`config.mk`:
```
export PLATFORM = sky130hd
export DESIGN_NAME = escaped_frame_builder_crc16_top
export DESIGN_NICKNAME = d
export VERILOG_FILES = /design/src/hw/rtl/efb_pkg.sv /design/src/hw/rtl/escaped_frame_builder_crc16_top.sv /design/src/hw/rtl/efb_front.sv /design/src/hw/rtl/efb_queue.sv /design/src/hw/rtl/efb_back.sv
export VERILOG_INCLUDE_DIRS = /design/src /design/src/hw/rtl
export SDC_FILE = /design/constraint.sdc
export NUM_CORES = 1
export LEC_CHECK = 0
export BUFFER_PORTS_ARGS = -buffer_cell sky130_fd_sc_hd__buf_2
export CORE_MARGIN = 3
export CORE_UTILIZATION = 65
export CTS_CLUSTER_SIZE = 14
export DETAILED_ROUTE_END_ITERATION = 10
export PLACE_DENSITY_LB_ADDON = 0.3
export SLEW_MARGIN = 0
export SYNTH_ARGS = -nofsm -noshare
export SYNTH_HDL_FRONTEND = slang
export SYNTH_SLANG_ARGS = --single-unit
```
`constraint.sdc`:
```
create_clock -name clk -period 19.3 [get_ports clk]
set_input_delay 3.86 -clock clk [delete_from_list [all_inputs] [get_ports clk]]
set_output_delay 3.86 -clock clk [all_outputs]
set_load 0.02 [all_outputs]
```
`src/hw/rtl/assert_macros.svh`:
```
// assertion macros shared by the framer modules
`ifndef ASSERT_MACROS_SVH
`define ASSERT_MACROS_SVH

// property checked at every clock edge, quiet while reset is asserted
`define EFB_ASSERT(lbl, prop, msg) \
	lbl: assert property (@(posedge clk) disable iff (!arst_n) (prop)) else $error(msg);

// when cond holds, prop must hold in the next cycle
`define EFB_ASSERT_NEXT(lbl, cond, prop, msg) \
	lbl: assert property (@(posedge clk) disable iff (!arst_n) (cond) |=> (prop)) else $error(msg);

`endif

```
`src/hw/rtl/efb_pkg.sv`:
```
// types, constants and register codes of the escaped frame builder
package efb_pkg;

	localparam int unsigned FRAME_LIMIT = 128;
	localparam logic [7:0] LIMIT_LEN = 8'(FRAME_LIMIT);
	localparam logic [7:0] ROOM_LEN = 8'(FRAME_LIMIT - 2);

	localparam logic [15:0] CRC_POLY = 16'h1021;
	localparam logic [15:0] CRC_INIT = 16'hFFFF;

	// most frame bytes a single request can produce
	localparam int unsigned NBYTES = 6;
	localparam int unsigned CNT_W = $clog2(NBYTES + 1);

	localparam int unsigned QDEPTH = 2;
	localparam int unsigned QPTR_W = (QDEPTH > 1) ? $clog2(QDEPTH) : 1;
	localparam int unsigned QCNT_W = $clog2(QDEPTH + 1);

	localparam int unsigned CFG_IDX_W = 3;

	typedef enum logic [1:0] {
		OP_BEGIN   = 2'd0,
		OP_ADD     = 2'd1,
		OP_FINISH  = 2'd2,
		OP_RELEASE = 2'd3
	} op_t;

	typedef enum logic [1:0] {
		ST_OK   = 2'd0,
		ST_BUSY = 2'd1,
		ST_FULL = 2'd2
	} status_t;

	typedef enum logic [CFG_IDX_W-1:0] {
		REG_ESC       = 3'd0,
		REG_ESC_ESC   = 3'd1,
		REG_DBL_ESC   = 3'd2,
		REG_START_PRI = 3'd3,
		REG_START_SEC = 3'd4,
		REG_END       = 3'd5
	} reg_idx_t;

	typedef enum logic {
		FS_ACCEPT  = 1'b0,
		FS_FIN_LOW = 1'b1
	} front_state_t;

	typedef struct packed {
		logic [7:0] esc_code;
		logic [7:0] esc_esc_code;
		logic [7:0] dbl_esc_code;
		logic [7:0] start_pri_code;
		logic [7:0] start_sec_code;
		logic [7:0] end_code;
	} cfg_t;

	localparam cfg_t CFG_RESET = '{
		esc_code:       8'd27,
		esc_esc_code:   8'd30,
		dbl_esc_code:   8'd29,
		start_pri_code: 8'd2,
		start_sec_code: 8'd3,
		end_code:       8'd7
	};

	// everything one request turns into: frame bytes, then maybe a closing status item
	typedef struct packed {
		logic [NBYTES-1:0][7:0] bytes;
		logic [CNT_W-1:0]       cnt;
		logic                   tail;
		status_t                status;
	} desc_t;

	localparam desc_t DESC_EMPTY = '{bytes: '0, cnt: '0, tail: 1'b0, status: ST_OK};

	typedef struct packed {
		logic       byte_valid;
		logic [7:0] data;
		status_t    status;
		logic       last;
	} result_t;

endpackage

```
`src/hw/rtl/escaped_frame_builder_crc16_top.sv`:
```
// top level of the escaped frame builder with crc-16 ccitt
//
//   channel  dir  handshake         contents
//   s_*      in   s_tvalid/tready   op, data byte, kind select
//   m_*      out  m_tvalid/tready   out byte, status, byte flag, last
//   cfg_*    in   cfg_we            register index and value
//
// the front end takes one request per cycle while the queue has room; finish folds the crc high
// byte when accepted and the low byte in FS_FIN_LOW. each request yields 1 to 6 results and the
// output sends one per cycle while m_tready is high: an add with an escape pair yields 2
// a two-entry queue lets the front keep accepting while the output is stalled
// reset is asynchronous and clears all control state at once; no clearing pass
module escaped_frame_builder_crc16_top (
	input  logic                          clk,
	input  logic                          arst_n,
	input  logic                          s_tvalid,
	output logic                          s_tready,
	input  logic [15:0]                   s_tdata,   // op[1:0], data_byte[9:2], zero fill
	input  logic                          s_tuser,   // kind_select
	output logic                          m_tvalid,
	input  logic                          m_tready,
	output logic [15:0]                   m_tdata,   // out_byte[7:0], status[9:8], zero fill
	output logic                          m_tuser,   // byte_valid
	output logic                          m_tlast,
	input  logic                          cfg_we,
	input  logic [efb_pkg::CFG_IDX_W-1:0] cfg_index,
	input  logic [7:0]                    cfg_wdata
);
	import efb_pkg::*;

	logic    q_push;
	desc_t   q_wdata;
	logic    q_full;
	logic    q_pop;
	logic    q_valid;
	desc_t   q_rdata;
	result_t res;

	efb_front u_front (
		.clk       (clk),
		.arst_n    (arst_n),
		.cfg_we    (cfg_we),
		.cfg_index (cfg_index),
		.cfg_wdata (cfg_wdata),
		.in_valid  (s_tvalid),
		.in_ready  (s_tready),
		.in_op     (op_t'(s_tdata[1:0])),
		.in_data   (s_tdata[9:2]),
		.in_kind   (s_tuser),
		.q_full    (q_full),
		.q_push    (q_push),
		.q_wdata   (q_wdata)
	);

	efb_queue u_queue (
		.clk    (clk),
		.arst_n (arst_n),
		.push   (q_push),
		.wdata  (q_wdata),
		.full   (q_full),
		.pop    (q_pop),
		.valid  (q_valid),
		.rdata  (q_rdata)
	);

	efb_back u_back (
		.clk       (clk),
		.arst_n    (arst_n),
		.q_valid   (q_valid),
		.q_rdata   (q_rdata),
		.q_pop     (q_pop),
		.out_valid (m_tvalid),
		.out_ready (m_tready),
		.out_res   (res)
	);

	assign m_tdata = {6'd0, res.status, res.data};
	assign m_tuser = res.byte_valid;
	assign m_tlast = res.last;

endmodule

```
`src/hw/rtl/efb_front.sv`:
```
// front end: config registers, frame state, crc and escaping of each request
module efb_front (
	input  logic                          clk,
	input  logic                          arst_n,
	input  logic                          cfg_we,
	input  logic [efb_pkg::CFG_IDX_W-1:0] cfg_index,
	input  logic [7:0]                    cfg_wdata,
	input  logic                          in_valid,
	output logic                          in_ready,
	input  efb_pkg::op_t                  in_op,
	input  logic [7:0]                    in_data,
	input  logic                          in_kind,
	input  logic                          q_full,
	output logic                          q_push,
	output efb_pkg::desc_t                q_wdata
);
	import efb_pkg::*;

	typedef struct packed {
		status_t     status;
		logic [1:0]  nb;
		logic [7:0]  b0;
		logic [7:0]  b1;
		logic [15:0] crc;
		logic [7:0]  len;
		logic        held;
	} add_t;

	function automatic logic [15:0] crc_fold(input logic [15:0] crc, input logic [7:0] b);
		logic [15:0] c;
		c = crc ^ {b, 8'h00};
		for (int k = 0; k < 8; k++) begin
			c = c[15] ? ({c[14:0], 1'b0} ^ CRC_POLY) : {c[14:0], 1'b0};
		end
		return c;
	endfunction

	function automatic add_t add_fn(input cfg_t cfg, input logic [15:0] crc,
			input logic [7:0] len, input logic busy, input logic held, input logic [7:0] c);
		add_t r;
		r.status = ST_OK;
		r.nb     = 2'd0;
		r.b0     = '0;
		r.b1     = '0;
		r.crc    = crc;
		r.len    = len;
		r.held   = held;
		if (busy) begin
			r.status = ST_BUSY;
		end else if (len >= LIMIT_LEN) begin
			r.status = ST_FULL;
		end else if (c == cfg.esc_code) begin
			if (held) begin
				// second escape in a row rewrites the held code
				r.crc  = crc_fold(crc, c);
				r.nb   = 2'd1;
				r.b0   = cfg.dbl_esc_code;
				r.held = 1'b0;
			end else if (len > ROOM_LEN) begin
				r.status = ST_FULL;
			end else begin
				r.crc = crc_fold(crc, c);
				r.b0  = cfg.esc_code;
				if (len >= 8'd2) begin
					r.nb   = 2'd1;
					r.held = 1'b1;
				end else begin
					r.nb = 2'd2;
					r.b1 = cfg.esc_esc_code;
				end
				r.len = len + 8'd2;
			end
		end else begin
			r.crc = crc_fold(crc, c);
			if (held) begin
				r.nb   = 2'd2;
				r.b0   = cfg.esc_esc_code;
				r.b1   = c;
				r.held = 1'b0;
			end else begin
				r.nb = 2'd1;
				r.b0 = c;
			end
			r.len = len + 8'd1;
		end
		return r;
	endfunction

	function automatic desc_t put_byte(input desc_t d, input logic [7:0] b);
		desc_t r;
		r = d;
		if (r.cnt < CNT_W'(NBYTES)) begin
			r.bytes[r.cnt] = b;
			r.cnt          = r.cnt + CNT_W'(1);
		end
		return r;
	endfunction

	function automatic desc_t append(input desc_t d, input add_t a);
		desc_t r;
		r = d;
		if (a.nb != 2'd0) r = put_byte(r, a.b0);
		if (a.nb == 2'd2) r = put_byte(r, a.b1);
		return r;
	endfunction

	cfg_t         cfg_q;
	logic [15:0]  crc_q, crc_d;
	logic [7:0]   len_q, len_d;
	logic         busy_q, busy_d;
	logic         held_q, held_d;
	logic [7:0]   low_q, low_d;
	desc_t        part_q, part_d;
	front_state_t state_q, state_d;
	logic         acc;
	logic [7:0]   add_in;
	add_t         a;
	desc_t        d;

	assign acc = in_valid && in_ready;

	// one add unit: payload byte, crc high byte, then crc low byte in FS_FIN_LOW
	always_comb begin
		if (state_q == FS_FIN_LOW) add_in = low_q;
		else if (in_op == OP_FINISH) add_in = crc_q[15:8];
		else add_in = in_data;
	end

	assign a = add_fn(cfg_q, crc_q, len_q, busy_q, held_q, add_in);

	always_comb begin
		state_d = state_q;
		case (state_q)
			FS_ACCEPT: begin
				if (acc && in_op == OP_FINISH && !busy_q) state_d = FS_FIN_LOW;
			end
			FS_FIN_LOW: begin
				if (!q_full) state_d = FS_ACCEPT;
			end
			default: state_d = FS_ACCEPT;
		endcase
	end

	always_comb begin
		in_ready = (state_q == FS_ACCEPT) && !q_full;
		crc_d    = crc_q;
		len_d    = len_q;
		busy_d   = busy_q;
		held_d   = held_q;
		low_d    = low_q;
		part_d   = part_q;
		d        = DESC_EMPTY;
		q_push   = 1'b0;
		if (state_q == FS_FIN_LOW) begin
			if (!q_full) begin
				d      = append(part_q, a);
				crc_d  = a.crc;
				len_d  = a.len;
				held_d = a.held;
				if (a.len <= ROOM_LEN) begin
					if (a.held) begin
						d      = put_byte(d, cfg_q.esc_esc_code);
						held_d = 1'b0;
					end
					d      = put_byte(d, cfg_q.esc_code);
					d      = put_byte(d, cfg_q.end_code);
					len_d  = a.len + 8'd2;
					busy_d = 1'b1;
				end else begin
					d.tail   = 1'b1;
					d.status = ST_FULL;
				end
				q_push = 1'b1;
			end
		end else if (acc) begin
			case (in_op)
				OP_BEGIN: begin
					if (busy_q) begin
						d.tail   = 1'b1;
						d.status = ST_BUSY;
					end else begin
						crc_d  = CRC_INIT;
						len_d  = 8'd2;
						held_d = 1'b0;
						d      = put_byte(d, cfg_q.esc_code);
						d      = put_byte(d, in_kind ? cfg_q.start_pri_code : cfg_q.start_sec_code);
					end
					q_push = 1'b1;
				end
				OP_ADD: begin
					d        = append(DESC_EMPTY, a);
					d.status = a.status;
					d.tail   = (a.status != ST_OK);
					crc_d    = a.crc;
					len_d    = a.len;
					held_d   = a.held;
					q_push   = 1'b1;
				end
				OP_FINISH: begin
					if (busy_q) begin
						d.tail   = 1'b1;
						d.status = ST_BUSY;
						q_push   = 1'b1;
					end else begin
						// high byte now, low byte (from the crc before this fold) in FS_FIN_LOW once the queue has room
						part_d = append(DESC_EMPTY, a);
						low_d  = crc_q[7:0];
						crc_d  = a.crc;
						len_d  = a.len;
						held_d = a.held;
					end
				end
				OP_RELEASE: begin
					busy_d = 1'b0;
					d.tail = 1'b1;
					q_push = 1'b1;
				end
				default: ;
			endcase
		end
		if (d.cnt == '0) d.tail = 1'b1;
		q_wdata = d;
	end

	always_ff @(posedge clk or negedge arst_n) begin
		if (!arst_n) begin
			cfg_q   <= CFG_RESET;
			crc_q   <= CRC_INIT;
			len_q   <= '0;
			busy_q  <= 1'b0;
			held_q  <= 1'b0;
			state_q <= FS_ACCEPT;
		end else begin
			crc_q   <= crc_d;
			len_q   <= len_d;
			busy_q  <= busy_d;
			held_q  <= held_d;
			state_q <= state_d;
			if (cfg_we) begin
				case (cfg_index)
					REG_ESC:       cfg_q.esc_code       <= cfg_wdata;
					REG_ESC_ESC:   cfg_q.esc_esc_code   <= cfg_wdata;
					REG_DBL_ESC:   cfg_q.dbl_esc_code   <= cfg_wdata;
					REG_START_PRI: cfg_q.start_pri_code <= cfg_wdata;
					REG_START_SEC: cfg_q.start_sec_code <= cfg_wdata;
					REG_END:       cfg_q.end_code       <= cfg_wdata;
					default: ;
				endcase
			end
		end
	end

	always_ff @(posedge clk) begin
		low_q  <= low_d;
		part_q <= part_d;
	end

	`include "assert_macros.svh"

	`EFB_ASSERT(a_len_in_limit, len_q <= LIMIT_LEN, "frame length past limit")
	`EFB_ASSERT(a_held_after_start, held_q |-> (len_q >= 8'd4), "held code with no frame start")

endmodule

```
`src/hw/rtl/efb_queue.sv`:
```
// short descriptor queue between the front end and the output sequencer
module efb_queue (
	input  logic           clk,
	input  logic           arst_n,
	input  logic           push,
	input  efb_pkg::desc_t wdata,
	output logic           full,
	input  logic           pop,
	output logic           valid,
	output efb_pkg::desc_t rdata
);
	import efb_pkg::*;

	desc_t             mem_q [QDEPTH];
	logic [QPTR_W-1:0] wr_ptr_q;
	logic [QPTR_W-1:0] rd_ptr_q;
	logic [QCNT_W-1:0] count_q;

	function automatic logic [QPTR_W-1:0] ptr_inc(input logic [QPTR_W-1:0] p);
		return (p == QPTR_W'(QDEPTH - 1)) ? '0 : p + QPTR_W'(1);
	endfunction

	assign full  = (count_q == QCNT_W'(QDEPTH));
	assign valid = (count_q != '0);
	assign rdata = mem_q[rd_ptr_q];

	always_ff @(posedge clk or negedge arst_n) begin
		if (!arst_n) begin
			wr_ptr_q <= '0;
			rd_ptr_q <= '0;
			count_q  <= '0;
		end else begin
			if (push) wr_ptr_q <= ptr_inc(wr_ptr_q);
			if (pop) rd_ptr_q <= ptr_inc(rd_ptr_q);
			if (push && !pop) count_q <= count_q + QCNT_W'(1);
			else if (pop && !push) count_q <= count_q - QCNT_W'(1);
		end
	end

	always_ff @(posedge clk) begin
		if (push) mem_q[wr_ptr_q] <= wdata;
	end

	`include "assert_macros.svh"

	`EFB_ASSERT(a_no_overflow, push |-> !full, "push into full queue")
	`EFB_ASSERT(a_no_underflow, pop |-> valid, "pop from empty queue")

endmodule

```
`src/hw/rtl/efb_back.sv`:
```
// output sequencer: walks a descriptor and sends one result per cycle while out_ready is high
module efb_back (
	input  logic            clk,
	input  logic            arst_n,
	input  logic            q_valid,
	input  efb_pkg::desc_t  q_rdata,
	output logic            q_pop,
	output logic            out_valid,
	input  logic            out_ready,
	output efb_pkg::result_t out_res
);
	import efb_pkg::*;

	logic [CNT_W-1:0] idx_q;
	logic             out_valid_q;
	result_t          out_q;
	result_t          cur;
	logic             fin;
	logic             load;

	always_comb begin
		cur = '{byte_valid: 1'b0, data: '0, status: q_rdata.status, last: 1'b1};
		fin = 1'b1;
		if (idx_q < q_rdata.cnt) begin
			fin            = (idx_q == q_rdata.cnt - CNT_W'(1)) && !q_rdata.tail;
			cur.byte_valid = 1'b1;
			cur.data       = q_rdata.bytes[idx_q];
			cur.status     = ST_OK;
			cur.last       = fin;
		end
	end

	// output register refills in the cycle it is taken
	assign load  = q_valid && (!out_valid_q || out_ready);
	assign q_pop = load && fin;

	always_ff @(posedge clk or negedge arst_n) begin
		if (!arst_n) begin
			idx_q       <= '0;
			out_valid_q <= 1'b0;
		end else begin
			if (load) begin
				idx_q       <= fin ? '0 : idx_q + CNT_W'(1);
				out_valid_q <= 1'b1;
			end else if (out_ready) begin
				out_valid_q <= 1'b0;
			end
		end
	end

	always_ff @(posedge clk) begin
		if (load) out_q <= cur;
	end

	assign out_valid = out_valid_q;
	assign out_res   = out_q;

	`include "assert_macros.svh"

	`EFB_ASSERT(a_head_held, (idx_q != '0) |-> q_valid, "descriptor left the queue mid-walk")
	`EFB_ASSERT_NEXT(a_pop_marks_last, q_pop, out_valid_q && out_q.last, "pop without a last result")

endmodule
```
==> results.cfg <==
[critical_path]
slowest_delay_ns = 0.71
worst-path-buf-inv = 4
crit_fanout = 39
regToRegSetupSlack_ns = 11.78
critPathTopFamily = compound AO/OA/AOI/OAI gates
crit_path_start_kind = primary input
cp_data_arrival_time_ns = 11.34
critPathSlowestCell = a311oi_1
critPathRequiredTime_ns = 19.60
end_kind = register
setup.worst_path.class = primary input to register

[clock_network]
cts_resized = 0
htreeDepth = 1
clkTransAtPathRegs_ns = 0.06
cts_buffers = 24
cts-root-buf = clkbuf_16
cts_tree = yes
clkLatencyLatePin_ns = 0.52
clock-sinks = 229
cts_setup_buffers = 0
cts_hold_buf = 0
max-clock-path-buffers = 3

[detailed_routing]
wl_mm = 39.5
drc = 0
route.met2.wl_mm = 18.6
vias_per_cell = 7.01
top_layer_used = met4
dr.first_iter.drc_count = 1382
drt-wirelength-per-cell_um = 24.5
drtPass1Iterations = 9
num_vias = 11300
routed-wl-met3_mm = 3.35
wl_met1_mm = 15.8
final_antenna_net_count = 0

[sta]
slew_viol_final = 0
min_period_over_period_pct = 57.2
tightest_slew_ns = 1.35
hold_viol = 0
tns_ns = 0
clock.fmax_ghz = 0.0906
finClkSkew_ns = 0.0167
rsz0062_at_grt = false
setup-violations-final = 0
min_period_ns = 11.04
relSlewSlack_pct = 9.57

[power]
p_int_mw = 1.37
total_power_mw = 2.31
p_leak_nw = 5.49
switching_share_pct = 41.0
clkPwrFrac_pct = 20.6
p_sw_mw = 0.950
combPwrFrac_pct = 44.0
power_density_nw_per_um2 = 152
ir_drop_v = 0.000115
pwr-share-seq_pct = 35.3

[global_routing]
grt_first_pass_wirelength_mm = 61.3
grt_max_degree = 70
grt_pass1_vias = 10700
grt-ovfl-total = 0
antenna_found_initial = 0
grt.total_usage_pct = 33.0

[floorplan]
rows = 53
die_x_um = 153
pin_count = 53
dieArea_um2 = 23500
start_util_pct = 66.5
die_h_um = 153
core_um2 = 21200

[yosys]
yosysTopAreaCellShare_pct = 31.1
synth_edf_count = 146
synth_cell_types = 82
synth_area_um2 = 14100
synth-xor-area-share_pct = 2.49
synthCells = 1330
ys_seq_area_share_pct = 46.2
ys_ff_latch = 229
ys_warn_count = 0
synth_compound_area_share_pct = 19.1
synth_largest_area_cell = edfxtp_1
synth_top_family_by_area = compound AO/OA/AOI/OAI gates
yosys_most_used_dff = edfxtp_1
synth.area.mux_share_pct = 12.8
async_flop_share_pct = 36.2
synthTopCellsByArea = edfxtp_1, dfrtp_1, dfstp_2, mux2_2, mux2i_1
synth-simple-area-share_pct = 13.0
synth-adder-area-share_pct = 2.13
avgSynthCellArea_um2 = 10.6

[flow_run]
cap_viol_max_count = 0

[layout]
mostFrequentLayoutCells = edfxtp_1, nor2_1, nand2_1, o21ai_0, mux2i_1
final_nets = 1377
final_layout_size_suffix_gt1_share_pct = 18.0
mostFrequentLayoutCell = edfxtp_1
fill_cells = 1473
diodes = 0
area_delta_synth_final_pct = 8.14

[min_path]
hold_path.class = register to register

[placement]
io_buffers = 40
gp_congestion = 1.00
place_hpwl_mm = 29.3

[outcome]
outcome = completed
[power groups by stage]
stage,registers [mW],clock network (mW),logic [mW]
2_1_floorplan,0.773,0,0.768
3_3_place_gp,0.811,0,0.972
3_5_place_dp,0.821,0,0.995
4_1_cts,0.813,0.484,1.01
5_1_grt,0.829,0.502,1.11
6_report,0.818,0.478,1.02
[synthesized netlist by cell type, types with 6 or more instances]
master	count
and3_1	11
a21o_1	6
a221oi_1	11
a22o_1	13
or3_1	7
o21ai_0	62
nor2_1	102
xnor2_1	19
o21a_1	12
nand4_1	13
o211ai_1	14
ha_1	24
buf_1	11
o22ai_1	42
o221ai_1	11
xor2_1	21
mux4_2	24
nand2_1	88
edfxtp_1	146
mux2i_1	60
a21oi_1	39
a222oi_1	7
a221o_1	21
nor4_1	6
dfrtp_1	49
a31oi_1	27
buf_4	8
a211oi_1	14
a22oi_1	12
nand3_1	50
nand2b_1	15
mux2_2	57
inv_1	41
clkbuf_1	80
and2_1	16
nor2b_1	19
o22a_1	16
dfstp_2	34
nor3_1	31
[tightest hold or removal path: stages (launching register included)]
cell and delay, ns:
dfrtp_1 0.34, nand2b_1 0.07, nand2_1 0.05
[stage by stage]
step	hold WS [ns]	worst slack [ns]	instances	utilization, %	cell area, µm²
6_report	0.492	8.26	1613	72.0	15200
2_1_floorplan	0.479	9.12	1335	-	14100
4_1_cts	0.493	8.40	1613	72.0	15200
3_5_place_dp	0.476	7.89	1569	68.0	14400
3_3_place_gp	0.471	8.02	1569	68.0	14400
5_1_grt	0.522	7.79	1613	72.0	15200
[sequential cells by signal, summed over array words and instances, names as in the netlist, 2 cells and up]
register	count
u_queue.count_q	2
u_front.len_q	8
u_back.idx_q	3
u_front.low_q	8
u_front.part_q	18
u_front.crc_q	16
u_back.out_res	12
u_queue.mem_q	108
u_front.cfg_q	48
[layer usage]
| metal | track usage [%] | up-vias |
|---|---|---|
| met5 | 0 | - |
| met2 | 53.3 | 603 |
| met3 | 4.36 | 123 |
| met1 | 45.4 | 5487 |
| li1 | - | 5088 |
| met4 | 13.7 | 0 |
[cell type report]
type	instances	area (µm²)	share of cell area, %
sequential	229	6500	42.7
multi-input combinational	958	7000	46.0
clock buffer	28	626	4.11
clock inverter	16	201	1.32
timing repair buffer	65	390	2.56
inverter	42	158	1.04
tap	275	344	2.26
[logic make-up (layout without fill, tap and decap cells)]
family | count (synthesis) | count (layout)
AO/OA/AOI/OAI | 368 | 368
XOR/XNOR | 40 | 40
adder cells (fa/ha/maj) | 24 | 24
buffers and inverters | 148 | 151
flip-flops | 229 | 229
multiplexers | 142 | 142
other | 1 | 6
AND/OR/NAND/NOR | 378 | 378
[worst paths after layout]
kind	depth (start not counted)	start	endpoint
max	26	s_tdata[0]	u_queue.mem_q[0][14]
min	2	u_back.out_valid	u_back.out_valid
max reg2reg	24	u_front.state_q	u_queue.mem_q[0][14]
min reg2reg	2	u_back.out_valid	u_back.out_valid
max in group asynchronous	2	arst_n	u_front.cfg_q[45]
min in group asynchronous	1	arst_n	u_front.state_q
(Power assumes the default switching activity.)
